<file path="src/usg_pkg.sv">
`timescale 1ns / 1ps
// ----------------------------------------------------------------------------
// usg_pkg
// Shared types, constants and fixed-point helpers of the UV sphere generator.
// ----------------------------------------------------------------------------
package usg_pkg;

    localparam int MAX_SEGMENTS = 64;
    localparam int SEG_W        = 7;
    localparam int RAD_W        = 16;
    localparam int IDX_W        = 13;
    localparam int PHASE_W      = 32;
    localparam int DIV_STEPS    = 32;
    localparam int CORDIC_STEPS = 16;
    localparam int XY_W         = 34;   // CORDIC x/y, Q30 with headroom
    localparam int Z_W          = 33;   // residual angle, 2^-32 turn units
    localparam int POS_W        = 17;
    localparam int NORM_W       = 16;
    localparam int WIDE_W       = 68;

    localparam logic signed [XY_W-1:0] CORDIC_GAIN = 34'sd652032874;

    localparam logic [SEG_W-1:0] SEG_RESET = 7'd36;
    localparam logic [RAD_W-1:0] RAD_RESET = 16'd256;

    // configuration register indexes
    localparam logic REG_SEGMENT_COUNT = 1'b0;
    localparam logic REG_SPHERE_RADIUS = 1'b1;

    typedef enum logic [1:0] {
        KIND_VERTEX    = 2'd0,
        KIND_TRIANGLE  = 2'd1,
        KIND_RANGE_ERR = 2'd2
    } kind_t;

    typedef struct packed {
        logic             oor;
        logic             tri_a;
        logic             tri_b;
        logic [IDX_W-1:0] k1;
        logic [IDX_W-1:0] k2;
    } info_t;

    typedef struct packed {
        logic [SEG_W-1:0]   rem_u;
        logic [PHASE_W-1:0] quo_u;
        logic               wrap_u;
        logic [SEG_W-1:0]   rem_v;
        logic [PHASE_W-1:0] quo_v;
        info_t              info;
    } div_t;

    typedef struct packed {
        logic signed [XY_W-1:0] xu;
        logic signed [XY_W-1:0] yu;
        logic signed [Z_W-1:0]  zu;
        logic [1:0]             qu;
        logic signed [XY_W-1:0] xv;
        logic signed [XY_W-1:0] yv;
        logic signed [Z_W-1:0]  zv;
        logic [1:0]             qv;
        info_t                  info;
    } cor_t;

    // atan(2^-k) in 2^-32 turn
    function automatic logic signed [Z_W-1:0] atan_turn(input logic [3:0] k);
        case (k)
            4'd0:    return 33'sd536870912;
            4'd1:    return 33'sd316933406;
            4'd2:    return 33'sd167458907;
            4'd3:    return 33'sd85004756;
            4'd4:    return 33'sd42667331;
            4'd5:    return 33'sd21354465;
            4'd6:    return 33'sd10679838;
            4'd7:    return 33'sd5340245;
            4'd8:    return 33'sd2670163;
            4'd9:    return 33'sd1335087;
            4'd10:   return 33'sd667544;
            4'd11:   return 33'sd333772;
            4'd12:   return 33'sd166886;
            4'd13:   return 33'sd83443;
            4'd14:   return 33'sd41722;
            4'd15:   return 33'sd20861;
            default: return 33'sd0;
        endcase
    endfunction

    // round to nearest, tie toward +inf
    function automatic logic signed [WIDE_W-1:0] rnd_shr(input logic signed [WIDE_W-1:0] v,
                                                         input int unsigned s);
        logic signed [WIDE_W:0] t;
        t = (WIDE_W+1)'(v) + ((69'sd1) <<< (s - 1));
        return WIDE_W'(t >>> s);
    endfunction

    function automatic logic signed [POS_W-1:0] sat_pos(input logic signed [WIDE_W-1:0] v);
        if (v > 68'sd65535)
            return 17'sd65535;
        else if (v < -68'sd65535)
            return -17'sd65535;
        else
            return POS_W'(v);
    endfunction

    function automatic logic signed [NORM_W-1:0] sat_norm(input logic signed [WIDE_W-1:0] v);
        if (v > 68'sd32767)
            return 16'sd32767;
        else if (v < -68'sd32768)
            return -16'sd32768;
        else
            return NORM_W'(v);
    endfunction

endpackage

</file>
<file path="src/usg_div_cell.sv">
`timescale 1ns / 1ps
// ----------------------------------------------------------------------------
// usg_div_cell
// One restoring-division step for the stack and sector phases.
// ----------------------------------------------------------------------------
module usg_div_cell
    import usg_pkg::*;
(
    input  logic             clk,
    input  logic             rst_n,
    input  logic             en,
    input  logic [SEG_W-1:0] seg,
    input  logic             in_valid,
    input  div_t             in_data,
    output logic             out_valid,
    output div_t             out_data
);

    logic             valid_reg;
    div_t             data_reg;
    div_t             data_next;
    logic [SEG_W:0]   tu;
    logic [SEG_W:0]   tv;
    logic             ge_u;
    logic             ge_v;

    always_comb
    begin
        tu   = {in_data.rem_u, 1'b0};
        tv   = {in_data.rem_v, 1'b0};
        ge_u = tu >= {1'b0, seg};
        ge_v = tv >= {1'b0, seg};
        data_next       = in_data;
        data_next.rem_u = ge_u ? SEG_W'(tu - {1'b0, seg}) : tu[SEG_W-1:0];
        data_next.rem_v = ge_v ? SEG_W'(tv - {1'b0, seg}) : tv[SEG_W-1:0];
        data_next.quo_u = {in_data.quo_u[PHASE_W-2:0], ge_u};
        data_next.quo_v = {in_data.quo_v[PHASE_W-2:0], ge_v};
    end

    always_ff @(posedge clk or negedge rst_n)
    begin
        if (!rst_n)
            valid_reg <= 1'b0;
        else if (en)
            valid_reg <= in_valid;
    end

    always_ff @(posedge clk)
    begin
        if (en)
            data_reg <= data_next;
    end

    assign out_valid = valid_reg;
    assign out_data  = data_reg;

endmodule

</file>
<file path="config.mk">
export PLATFORM = sky130hd
export DESIGN_NAME = usg_div_cell
export DESIGN_NICKNAME = d
export VERILOG_FILES = /design/src/usg_pkg.sv /design/src/usg_div_cell.sv
export SDC_FILE = /design/constraint.sdc
export NUM_CORES = 1
export LEC_CHECK = 0
export ABC_AREA = 1
export BUFFER_PORTS_ARGS = -buffer_cell sky130_fd_sc_hd__buf_2
export CORE_AREA = 2 2 96 98
export CTS_BUF_LIST = sky130_fd_sc_hd__clkbuf_8
export DETAILED_ROUTE_END_ITERATION = 16
export DIE_AREA = 0 0 98 100
export GPL_TIMING_DRIVEN = 0
export PLACE_DENSITY_LB_ADDON = 0.08
export SYNTH_ARGS = -nofsm -noshare
export SYNTH_HDL_FRONTEND = slang
export SYNTH_SLANG_ARGS = --single-unit
</file>
<file path="constraint.sdc">
create_clock -name clk -period 1.8 [get_ports clk]
set_input_delay 0.18 -clock clk [delete_from_list [all_inputs] [get_ports clk]]
set_output_delay 0.18 -clock clk [all_outputs]
set_load 0.01 [all_outputs]
</file>
### Word-level counts from Yosys, hierarchy flattened

Cells that the tools add are included.
W data, S select, Z words.

| operators by class | value |
|---|---|
| add/subtract/negate cells | 2 |
| order comparisons | 2 |
| mux-type cells | 2 |

Operators by type and width:

| kind | count |
|---|---|
| $ge A8 B7 Y1 | 2 |
| $mux W7 | 2 |
| $sub A7 B7 Y7 | 2 |

| word-level totals | value |
|---|---|
| bits in registers | 109 |
| bits of input ports | 119 |
| output and inout bits | 109 |
| logic and storage cells | 19 |

### Depth between registers and ports, before layout

| depth | value |
|---|---|
| depth in word-level cells | 2 |
| depth in mapped cells | 11 |
| mapped depth without buffers | 10 |

### Least setup slack after synthesis

No wires, ideal clock.

| timing path | value |
|---|---|
| kind | in2reg |
| start | input seg[0] |
| end | register data_reg, in the netlist out_data[102] (data pin) |
| data arrival time | 1.298 ns |
| data required time | 1.548 ns |
| setup slack | 0.249 ns |
| stages on the path | 8 |
| path buffers | 0 |
| path through | inv_1 > fa_1 > nand3_1 > nand3_2 > nand2_4 > nand2_8 > nand2_1 > nand2_1 |

RTL lines:

| element | RTL line | source |
|---|---|---|
| start, declared | usg_div_cell.sv:12 | `input logic [SEG_W-1:0] seg,` |
| end signal, assigned | usg_div_cell.sv:51 | `data_reg <= data_next;` |
| end, declared | usg_div_cell.sv:20 | `div_t data_reg;` |

==> results.toml <==
[run_status]
status = "finished clean"

[logic_synthesis]
yosys.area_share.simple_pct = 14.0
synthTopCellsByArea = "edfxtp_1, nand2_1, ha_1"
ys.flop_type = "edfxtp_1"
netlist_area_um2 = 4260
synth_cell_types = 25
yosysTopAreaCell = "edfxtp_1"
yosys.area_share.xor_xnor_pct = 0.411
avgSynthCellArea_um2 = 15.8
ys_warn_count = 0
synth-async-reset-ratio_pct = 0.917
synth_enable_flop_cells = 108
synth_compound_area_share_pct = 1.29
synth_fa_ha_area_share_pct = 5.05
syn_nets = 404
synth.top_cell.area_share_pct = 76.1
synth_commonest_cells = "edfxtp_1, nand2_1, nand3_1"
synth_top_family_by_area = "simple AND/OR/NAND/NOR gates"
yosysMostFrequentCell = "edfxtp_1"
syn_inst = 269
synthMuxAreaShare_pct = 0.264
ys_seq_elements = 109
seq_area_frac_synth_pct = 76.7

[worst_setup_path]
reg2reg_depth = 1
critPathLaunch = "seg[0]"
cp-start-kind = "input port"
r2r_setup_slack_ns = 1.05
crit_required_ns = 1.91
crit_top_cell = "nand2_1"
timing.rr.start = "out_valid"
cp_cell_sequence = "buf_2, inv_1, fa_1, nand3_1, nand3_2, nand2_4, nand2_8, nand2_1, nand2_1"
worst-path-buf-inv = 2
critPathCapture = "out_data[102]"
path_max_fanout = 10
cp_data_arrival_time_ns = 1.57
critPathCaptureType = "flip-flop"
path_depth = 9
slowest_stage = "fa_1"
cpPeakStageDelay_ns = 0.53
cp_top_family = "simple AND/OR/NAND/NOR gates"
path_class = "input port to flip-flop"
rr_endpoint = "out_valid"

[finish]
layout.area.seq_um2 = 3270
layout.cells.non_filler = 716
nets = 734
multi_input_area_um2 = 895
syn2layout_area_growth_pct = 57.1
drive_gt1_share_pct = 44.2
nFillCells = 595

[floorplanning]
die_h_um = 100
die-width_um = 98
start_util_pct = 47.9
placeableCoreArea_um2 = 8890
ios = 228
die_area_um2 = 9800
row_count = 35

[pwr]
ir_drop_mv = 0.612
power.static_leakage_uw = 0.00306
p_per_area_nw_per_um2 = 831

[timing]
finClkSkew_ns = 0
setup_viol = 0
max_slew.worst_pin.slew_ns = 0.583
rsz0062_at_grt = "false"
fin_crit_ns = 1.46
max_slew_margin_pct = 61.1
min_period_over_period_pct = 81.1
holdWs_ns = 0.0522
finalHoldViolCount = 0
fmax_ghz = 0.685
maxSlewViolCount = 0

[global_routing]
antenna_found_initial = 1
grt_max_degree = 66
overflow = 0
grt_pass1_wl_um = 16600
grt_util_all_layers_pct = 22.1
first_global_vias = 3289

[cts]
cts_inserted_buffers = 9
cts_root_buf = "clkbuf_8"
cts_tree = "done"
clk_latency_ns = 0.35
htree_levels = 3
clkTransAtPathRegs_ns = 0.10
clkSinkCount = 109
clock_path_buffers = 2

[routing]
drt-total-wl_um = 11200
routedWlPerCell_um = 15.6
drt_iter0_drc = 130
firstDrtPassIters = 6
drcViolationCount = 0
postRouteAntennaNets = 0
vias_per_cell = 4.72
vias = 3381

[run]
max_cap_violations = 0

[place]
gp_congestion = 0.883
io_buffer_count = 225
hpwl_um = 7310
dp_cells = 606

[hold_path]
hp-class = "input port to flip-flop"
## state kept, by name, summed over array words and instances, names as in the netlist
signal / cells
out_data: 108
out_valid: 1
## cells by family after synthesis
kind of cell | count (synthesis)
AOI/OAI and AO/OA | 8
DFF | 109
adders and majority gates | 16
and+or+nand+nor | 108
buffers and inverters | 25
xor gates and xnor gates | 2
muxes | 1
## area by class of cell
cell class,count,share of cell area [%]
Antenna cell,1,0.0374
Buffer,2,0.150
Clock buffer,9,1.85
Clock inverter,7,1.16
Inverter,23,1.29
Multi-Input combinational cell,135,13.4
Sequential cell,109,48.9
Tap cell,111,2.08
Timing Repair Buffer,319,31.2
## routing by layer
metal / share of wire (%) / GRT usage [%] / up-vias
met5: 0 / 0 / -
met3: 6.9 / 4.60 / 17
met2: 54 / 40.9 / 135
li1: - / - / 1619
met1: 37 / 25.5 / 1610
met4: 2.4 / 7.91 / 0
## layout by cell type, fill, tap and decap left out, types with 2 or more instances in the layout
master         instances
nand2_4                3
inv_8                  2
xor2_1                 2
clkinv_8               2
nor2_2                 2
inv_1                 23
nor2_8                 2
buf_2                226
nand2_1               53
nor2_1                 4
fa_1                   2
nand3_1               28
edfxtp_1             108
dlygate4sd3_1         93
a21oi_1                4
nand3b_1               2
nand3_2                6
nand4_1                2
clkbuf_8               9
ha_1                  14
a21oi_2                4
## how the worst min path moves through the flow
stage,startpoint,endpoint,slack (ns),cells past startpoint
after floorplan,rst_n,out_valid,-0.12,0
after global placement,rst_n,out_valid,-0.05,1
final,in_valid,out_valid,0.05,2
after global routing,in_valid,out_valid,0.04,2
after CTS,in_valid,out_valid,0.03,2
after detailed placement,rst_n,out_valid,-0.04,1
## report_power, final
| part | switching [uW] | internal [uW] |
|---|---|---|
| clock network | 888 | 552 |
| logic | 535 | 488 |
| registers | 55.1 | 3040 |
| total | 1480 | 4080 |
## through the flow
| stage | util (%) | power, uW | setup TNS [ns] | worst slack, ns | cell area [um2] |
|---|---|---|---|---|---|
| 5_1_grt | 75.2 | 5790 | 0 | 0.248 | 6690 |
| 3_5_place_dp | 62.5 | 4000 | -0.215 | -0.0349 | 5550 |
| 2_1_floorplan | - | 3560 | 0 | 0.249 | 4260 |
| 4_1_cts | 75.2 | 5580 | 0 | 0.364 | 6690 |
| 3_3_place_gp | 62.1 | 3970 | -54.49 | -0.644 | 5520 |
| 6_report | 75.2 | 5560 | 0 | 0.341 | 6690 |
## timing repair
item / CTS / global route
hold buffers: 93 / 0
setup buffers: 0 / 0
resized for setup: 0 / 0
endpoints found under the hold margin: 93 / 0
No activity file was read; power rests on OpenSTA's default activity.
