==> src/usg_pkg.sv <==
`timescale 1ns / 1ps
// ----------------------------------------------------------------------------
// usg_pkg
// Shared types, constants and fixed-point helpers of the UV sphere generator.
// ----------------------------------------------------------------------------
package usg_pkg;

    localparam int MAX_SEGMENTS = 64;
    localparam int SEG_W        = 7;
    localparam int RAD_W        = 16;
    localparam int IDX_W        = 13;
    localparam int PHASE_W      = 32;
    localparam int DIV_STEPS    = 32;
    localparam int CORDIC_STEPS = 16;
    localparam int XY_W         = 34;   // CORDIC x/y, Q30 with headroom
    localparam int Z_W          = 33;   // residual angle, 2^-32 turn units
    localparam int POS_W        = 17;
    localparam int NORM_W       = 16;
    localparam int WIDE_W       = 68;

    localparam logic signed [XY_W-1:0] CORDIC_GAIN = 34'sd652032874;

    localparam logic [SEG_W-1:0] SEG_RESET = 7'd36;
    localparam logic [RAD_W-1:0] RAD_RESET = 16'd256;

    // configuration register indexes
    localparam logic REG_SEGMENT_COUNT = 1'b0;
    localparam logic REG_SPHERE_RADIUS = 1'b1;

    typedef enum logic [1:0] {
        KIND_VERTEX    = 2'd0,
        KIND_TRIANGLE  = 2'd1,
        KIND_RANGE_ERR = 2'd2
    } kind_t;

    typedef struct packed {
        logic             oor;
        logic             tri_a;
        logic             tri_b;
        logic [IDX_W-1:0] k1;
        logic [IDX_W-1:0] k2;
    } info_t;

    typedef struct packed {
        logic [SEG_W-1:0]   rem_u;
        logic [PHASE_W-1:0] quo_u;
        logic               wrap_u;
        logic [SEG_W-1:0]   rem_v;
        logic [PHASE_W-1:0] quo_v;
        info_t              info;
    } div_t;

    typedef struct packed {
        logic signed [XY_W-1:0] xu;
        logic signed [XY_W-1:0] yu;
        logic signed [Z_W-1:0]  zu;
        logic [1:0]             qu;
        logic signed [XY_W-1:0] xv;
        logic signed [XY_W-1:0] yv;
        logic signed [Z_W-1:0]  zv;
        logic [1:0]             qv;
        info_t                  info;
    } cor_t;

    // atan(2^-k) in 2^-32 turn
    function automatic logic signed [Z_W-1:0] atan_turn(input logic [3:0] k);
        case (k)
            4'd0:    return 33'sd536870912;
            4'd1:    return 33'sd316933406;
            4'd2:    return 33'sd167458907;
            4'd3:    return 33'sd85004756;
            4'd4:    return 33'sd42667331;
            4'd5:    return 33'sd21354465;
            4'd6:    return 33'sd10679838;
            4'd7:    return 33'sd5340245;
            4'd8:    return 33'sd2670163;
            4'd9:    return 33'sd1335087;
            4'd10:   return 33'sd667544;
            4'd11:   return 33'sd333772;
            4'd12:   return 33'sd166886;
            4'd13:   return 33'sd83443;
            4'd14:   return 33'sd41722;
            4'd15:   return 33'sd20861;
            default: return 33'sd0;
        endcase
    endfunction

    // round to nearest, tie toward +inf
    function automatic logic signed [WIDE_W-1:0] rnd_shr(input logic signed [WIDE_W-1:0] v,
                                                         input int unsigned s);
        logic signed [WIDE_W:0] t;
        t = (WIDE_W+1)'(v) + ((69'sd1) <<< (s - 1));
        return WIDE_W'(t >>> s);
    endfunction

    function automatic logic signed [POS_W-1:0] sat_pos(input logic signed [WIDE_W-1:0] v);
        if (v > 68'sd65535)
            return 17'sd65535;
        else if (v < -68'sd65535)
            return -17'sd65535;
        else
            return POS_W'(v);
    endfunction

    function automatic logic signed [NORM_W-1:0] sat_norm(input logic signed [WIDE_W-1:0] v);
        if (v > 68'sd32767)
            return 16'sd32767;
        else if (v < -68'sd32768)
            return -16'sd32768;
        else
            return NORM_W'(v);
    endfunction

endpackage

==> src/usg_cordic_cell.sv <==
`timescale 1ns / 1ps
// ----------------------------------------------------------------------------
// usg_cordic_cell
// One rotation-mode CORDIC iteration for the stack and sector angles.
// ----------------------------------------------------------------------------
module usg_cordic_cell
    import usg_pkg::*;
(
    input  logic       clk,
    input  logic       rst_n,
    input  logic       en,
    input  logic [3:0] step,
    input  logic       in_valid,
    input  cor_t       in_data,
    output logic       out_valid,
    output cor_t       out_data
);

    logic                   valid_reg;
    cor_t                   data_reg;
    cor_t                   data_next;
    logic signed [Z_W-1:0]  ang;

    always_comb
    begin
        ang       = atan_turn(step);
        data_next = in_data;
        if (!in_data.zu[Z_W-1])
        begin
            data_next.xu = in_data.xu - (in_data.yu >>> step);
            data_next.yu = in_data.yu + (in_data.xu >>> step);
            data_next.zu = in_data.zu - ang;
        end
        else
        begin
            data_next.xu = in_data.xu + (in_data.yu >>> step);
            data_next.yu = in_data.yu - (in_data.xu >>> step);
            data_next.zu = in_data.zu + ang;
        end
        if (!in_data.zv[Z_W-1])
        begin
            data_next.xv = in_data.xv - (in_data.yv >>> step);
            data_next.yv = in_data.yv + (in_data.xv >>> step);
            data_next.zv = in_data.zv - ang;
        end
        else
        begin
            data_next.xv = in_data.xv + (in_data.yv >>> step);
            data_next.yv = in_data.yv - (in_data.xv >>> step);
            data_next.zv = in_data.zv + ang;
        end
    end

    always_ff @(posedge clk or negedge rst_n)
    begin
        if (!rst_n)
            valid_reg <= 1'b0;
        else if (en)
            valid_reg <= in_valid;
    end

    always_ff @(posedge clk)
    begin
        if (en)
            data_reg <= data_next;
    end

    assign out_valid = valid_reg;
    assign out_data  = data_reg;

endmodule

==> config.mk <==
export PLATFORM = sky130hd
export DESIGN_NAME = usg_cordic_cell
export DESIGN_NICKNAME = d
export VERILOG_FILES = /design/src/usg_pkg.sv /design/src/usg_cordic_cell.sv
export SDC_FILE = /design/constraint.sdc
export NUM_CORES = 1
export LEC_CHECK = 0
export BUFFER_PORTS_ARGS = -buffer_cell sky130_fd_sc_hd__buf_2
export CORE_MARGIN = 2
export CORE_UTILIZATION = 35
export CTS_CLUSTER_DIAMETER = 40
export DETAILED_ROUTE_END_ITERATION = 8
export HOLD_SLACK_MARGIN = 0.02
export PLACE_DENSITY_LB_ADDON = 0.15
export SYNTH_ARGS = -nofsm -noshare
export SYNTH_HDL_FRONTEND = slang
export SYNTH_SLANG_ARGS = --single-unit
==> constraint.sdc <==
create_clock -name clk -period 2.1 [get_ports clk]
set_input_delay 0 -clock clk [delete_from_list [all_inputs] [get_ports clk]]
set_output_delay 0 -clock clk [all_outputs]
set_load 0.005 [all_outputs]
* Word level (Yosys, flattened, before mapping)
Memory sizes are Yosys's and may differ from the RTL's. Index checks and enable logic that the tools add are counted.
Storage, ports and cells: register bits 236, bits in latches 0, RAM bits 0, bits in read-only memories 480, output and inout port bits 236, logic and storage cells 33, memories kept 1
Memory list:
- (name not given) | depth 16, width 30, rd ports 1, clocked after Yosys merged registers in 0, wr ports 0, RTL line usg_pkg.sv:67 | case (k)
Operators by class: $add $sub $neg 12, multiply operators 0, divide/modulo/power cells 0, order comparisons 0, equal/unequal tests 0, shift-type cells 4, muxes and demuxes 2, bitwise logic cells 0, reduce and logical (&&, ||, !) cells 0
Operators by type and width (number):
- 2-to-1 mux 101 bit | 2
- adder 34 bit | 4
- >>> shifter 34 x 4 -> 34 bit | 4
- subtractor 34 bit | 4
- adder 33 bit | 2
- subtractor 33 bit | 2

* Depth between registers and ports, before layout
depth after elaboration 3, gate-level depth with buffers 30, mapped depth without buffers 22

* Least setup slack after synthesis
Ideal clock, no wire load.
path kind input -> register, start in step[1], end reg data_reg, in the netlist out_data[63], data pin, setup time 0.258 ns, arrival time 6.557 ns, data required time 1.842 ns, slack -4.714 ns, stages 27, buffers on the path 6, path through buf_2 > inv_2 > buf_1 > clkbuf_1 > clkbuf_1 > buf_1 > clkbuf_1 > ha_1 > nor2_1 > a211oi_1 > nor2_1 > ha_1 > inv_1 > or3b_2 > nor4_2 > nor2_1 > mux2_2 > ha_1 > and3_1 > a221oi_1 > o21a_1 > o211ai_1 > a31oi_1 > a211oi_1 > a2111o_1 > a21oi_1 > xnor2_1
RTL lines:
- start, declared | RTL line usg_cordic_cell.sv:12 | input logic [3:0] step,
- end signal, assigned | RTL line usg_cordic_cell.sv:65 | data_reg <= data_next;
- end, declared | RTL line usg_cordic_cell.sv:20 | cor_t data_reg;

==> results.cfg <==
[outcome]
violations = hold timing, setup timing
outcome = finished, violations left

[synth]
synth-simple-area-share = 0.1482
yosysSeqAreaShare = 0.2402
synthAdderAreaFrac = 0.09190
yosysTopAreaCell = edfxtp_1
synth_area_leaders = edfxtp_1 (24%), mux4_2 (10%), ha_1 (8.8%), xnor2_1 (6.0%), a21oi_1 (4.8%)
ys_top_cells_by_count = a21oi_1 (285), nand2_1 (269), nor2_1 (267), edfxtp_1 (235), ha_1 (207)
synth.most_common_cell = a21oi_1
synth_compound_area_frac = 0.2059
synth_top_family_by_area = compound AO/OA/AOI/OAI gates
async_flop_share = 0.004237
synth_edf_count = 235
muxShareOfSynthArea = 0.1833
synth.top_cell.area_share = 0.2393
netlist_area_um2 = 29490
synthCells = 3191
syn_area_per_cell_um2 = 9.241
ys_ff_latch = 236
synth-xor-area-share = 0.09148
yosys_warnings = 0
ys_types = 110
synth_flop_cell = edfxtp_1
syn_nets = 3647

[power_and_ir_drop]
power.leakage_nw = 22.21
power_density_nw_per_um2 = 691.1
max-vdd-ir-drop_mv = 0.6144

[floorplanning]
fp.dieW_um = 294.3
initial_core_util = 0.3529
io-pin-count = 479
core_um2 = 83560
row_count = 106
die_area_um2 = 86590
die_h_um = 294.3

[route]
num_vias = 33550
wl_per_cell_um = 20.54
drc = 0
drtIter0Drc = 2247
dr.pass1.iters = 5
drt-total-wl_um = 127600
vias_per_cell = 5.403
antenna_left = 0

[sta]
period_minus_slack_ns = 4.135
max_freq_ghz = 0.2419
finalCritPeriodShare = 1.969
fin_skew_ns = 0
hold_ws_ns = -0.1821
setup_ws_ns = -2.035
finalSetupViolCount = 191
final-max-slew-violation-count = 0
slew_headroom = 0.4597
worstMarginPinSlew_ns = 0.8043
grt_setup_unrepaired = true
hold_violations = 14

[grt]
grt_pass1_wl_um = 188800
track_usage = 0.2803
grt_antenna_before_repair = 21
grt_max_degree = 56
grt-ovfl-total = 0
grt_pass1_vias = 32690

[clock_tree]
clockRootBuffer = clkbuf_16
clk_pin_slew_ns = 0.05
cts_tree = done
cts_buffers = 45
clkSinkCount = 236
clk_latency_ns = 0.59
cts_hold_buf = 53
cts_buffer_depth = 3
cts_htree_levels = 2

[finish]
utilization = 0.5977
drive_gt1_frac = 0.5515
nets = 5538
syn_to_final_growth_pct = 69.36
nFillCells = 7285

[critical_path]
crit_fanout = 5
cp.required_ns = 2.43
arrival_ns = 4.47
critical_path.max_stage_delay_ns = 0.50
end_kind = flip-flop
crit_type = in -> reg
slowest_stage = mux4_2
crit_chain = clkbuf_16, buf_12, buf_12, buf_8, mux4_2, mux4_2, or3_4, a2111oi_4, o21ai_1, xnor2_1, ha_1, a22o_1, or4_1, a21oi_2, a2111oi_4, o21ai_2, a21oi_2, o41ai_2, o21ai_1, xnor2_1
startpoint_type = input pin

[placed_design]
pre_cts_ws_ns = -2.944
hpwl_um = 100900
gp_congestion = 0.9688
numPortBuffers = 478

[flow_run]
drv_cap = 0

[min_path]
worstHoldPathType = in -> reg
==> worst paths after layout <==
path / start / to / slack, ns / cells past startpoint
worst max-delay path: step[3] / out_data[131] / -2.03 / 20
worst min register to register: out_valid / out_valid / 1.06 / 2
worst min-delay path: in_data[32] / out_data[32] / -0.18 / 2
min in group asynchronous: rst_n / out_valid / 0.27 / 3
max in group asynchronous: rst_n / out_valid / 1.72 / 3
worst max register to register: out_valid / out_valid / 0.80 / 2
==> placed cells by master, fill, tap and decap left out, types with 53 or more instances in the layout <==
master / count
a21oi_1: 171
dlygate4sd3_1: 53
mux2i_1: 89
a21o_1: 71
buf_2: 471
inv_1: 74
mux2_2: 63
mux4_2: 147
xnor2_1: 178
o21a_1: 58
nor2_1: 217
buf_6: 72
o21ai_0: 103
edfxtp_1: 235
xor2_1: 96
nand2_1: 249
ha_1: 172
a21oi_2: 103
buf_4: 1343
==> routing by layer <==
| layer | GRT usage | up-vias | share of wire |
|---|---|---|---|
| met5 | 0 | - | 0.00058 |
| met4 | 0.09072 | 12 | 0.033 |
| met3 | 0.04909 | 233 | 0.071 |
| met2 | 0.4611 | 1233 | 0.47 |
| met1 | 0.3724 | 16050 | 0.43 |
| li1 | - | 16020 | - |
==> logic make-up after synthesis <==
group,after synthesis
buffers and inverters,242
AND/OR/NAND/NOR,913
AO/OA/AOI/OAI,944
flip-flops,236
adder cells (fa/ha/maj),213
multiplexers,335
XOR/XNOR,308
==> registers in the layout, summed over array words and instances, names as in the netlist <==
name       cells
out_data     235
out_valid      1
==> per-stage QoR <==
| step | area [µm²] | cells | power (mW) | TNS [ns] |
|---|---|---|---|---|
| global route | 49940 | 6208 | 36.55 | -288.01 |
| detailed placement | 43530 | 5891 | 24.41 | -414.02 |
| global placement | 43530 | 5891 | 24.33 | -410.27 |
| CTS | 47890 | 6120 | 33.26 | -250.42 |
| finish | 49940 | 6210 | 34.51 | -264.23 |
| floorplan | 30930 | 3191 | 16.23 | -367.67 |
==> where the power goes <==
part | internal (mW) | total [mW] | switching, mW
clock network | 4.84 | 7.51 | 2.67
logic | 10.4 | 19.8 | 9.42
registers | 6.86 | 7.18 | 0.317
total | 22.1 | 34.5 | 12.4
==> area by class of cell <==
class                      instances  area, µm²  share of cell area
multi-input combinational       2713      24510              0.4909
timing repair buffer            1999      15040              0.3012
sequential                       236       7082              0.1418
tap                             1080       1351             0.02706
clock buffer                      49       1141             0.02285
clock inverter                    33      416.7            0.008343
inverter                          87      361.6            0.007241
antenna                           13      32.53           0.0006514
==> timing repair <==
action	in CTS	in global routing
hold endpoints to repair	102	13
endpoints found under the setup margin	193	194
cloned	9	2
buffers inserted	93	91
gates resized for setup	313	308
pin swaps	180	293
==> critical path: cells and delay by family <==
family | cells | cell delay, ns
and+or+nand+nor | 2 | 0.81
buffers and inverters | 4 | 0.53
xor gates and xnor gates | 2 | 0.28
adders and majority gates | 1 | 0.30
muxes | 2 | 0.82
AOI/OAI and AO/OA | 9 | 1.71
Power figures use the tool's default switching activity.
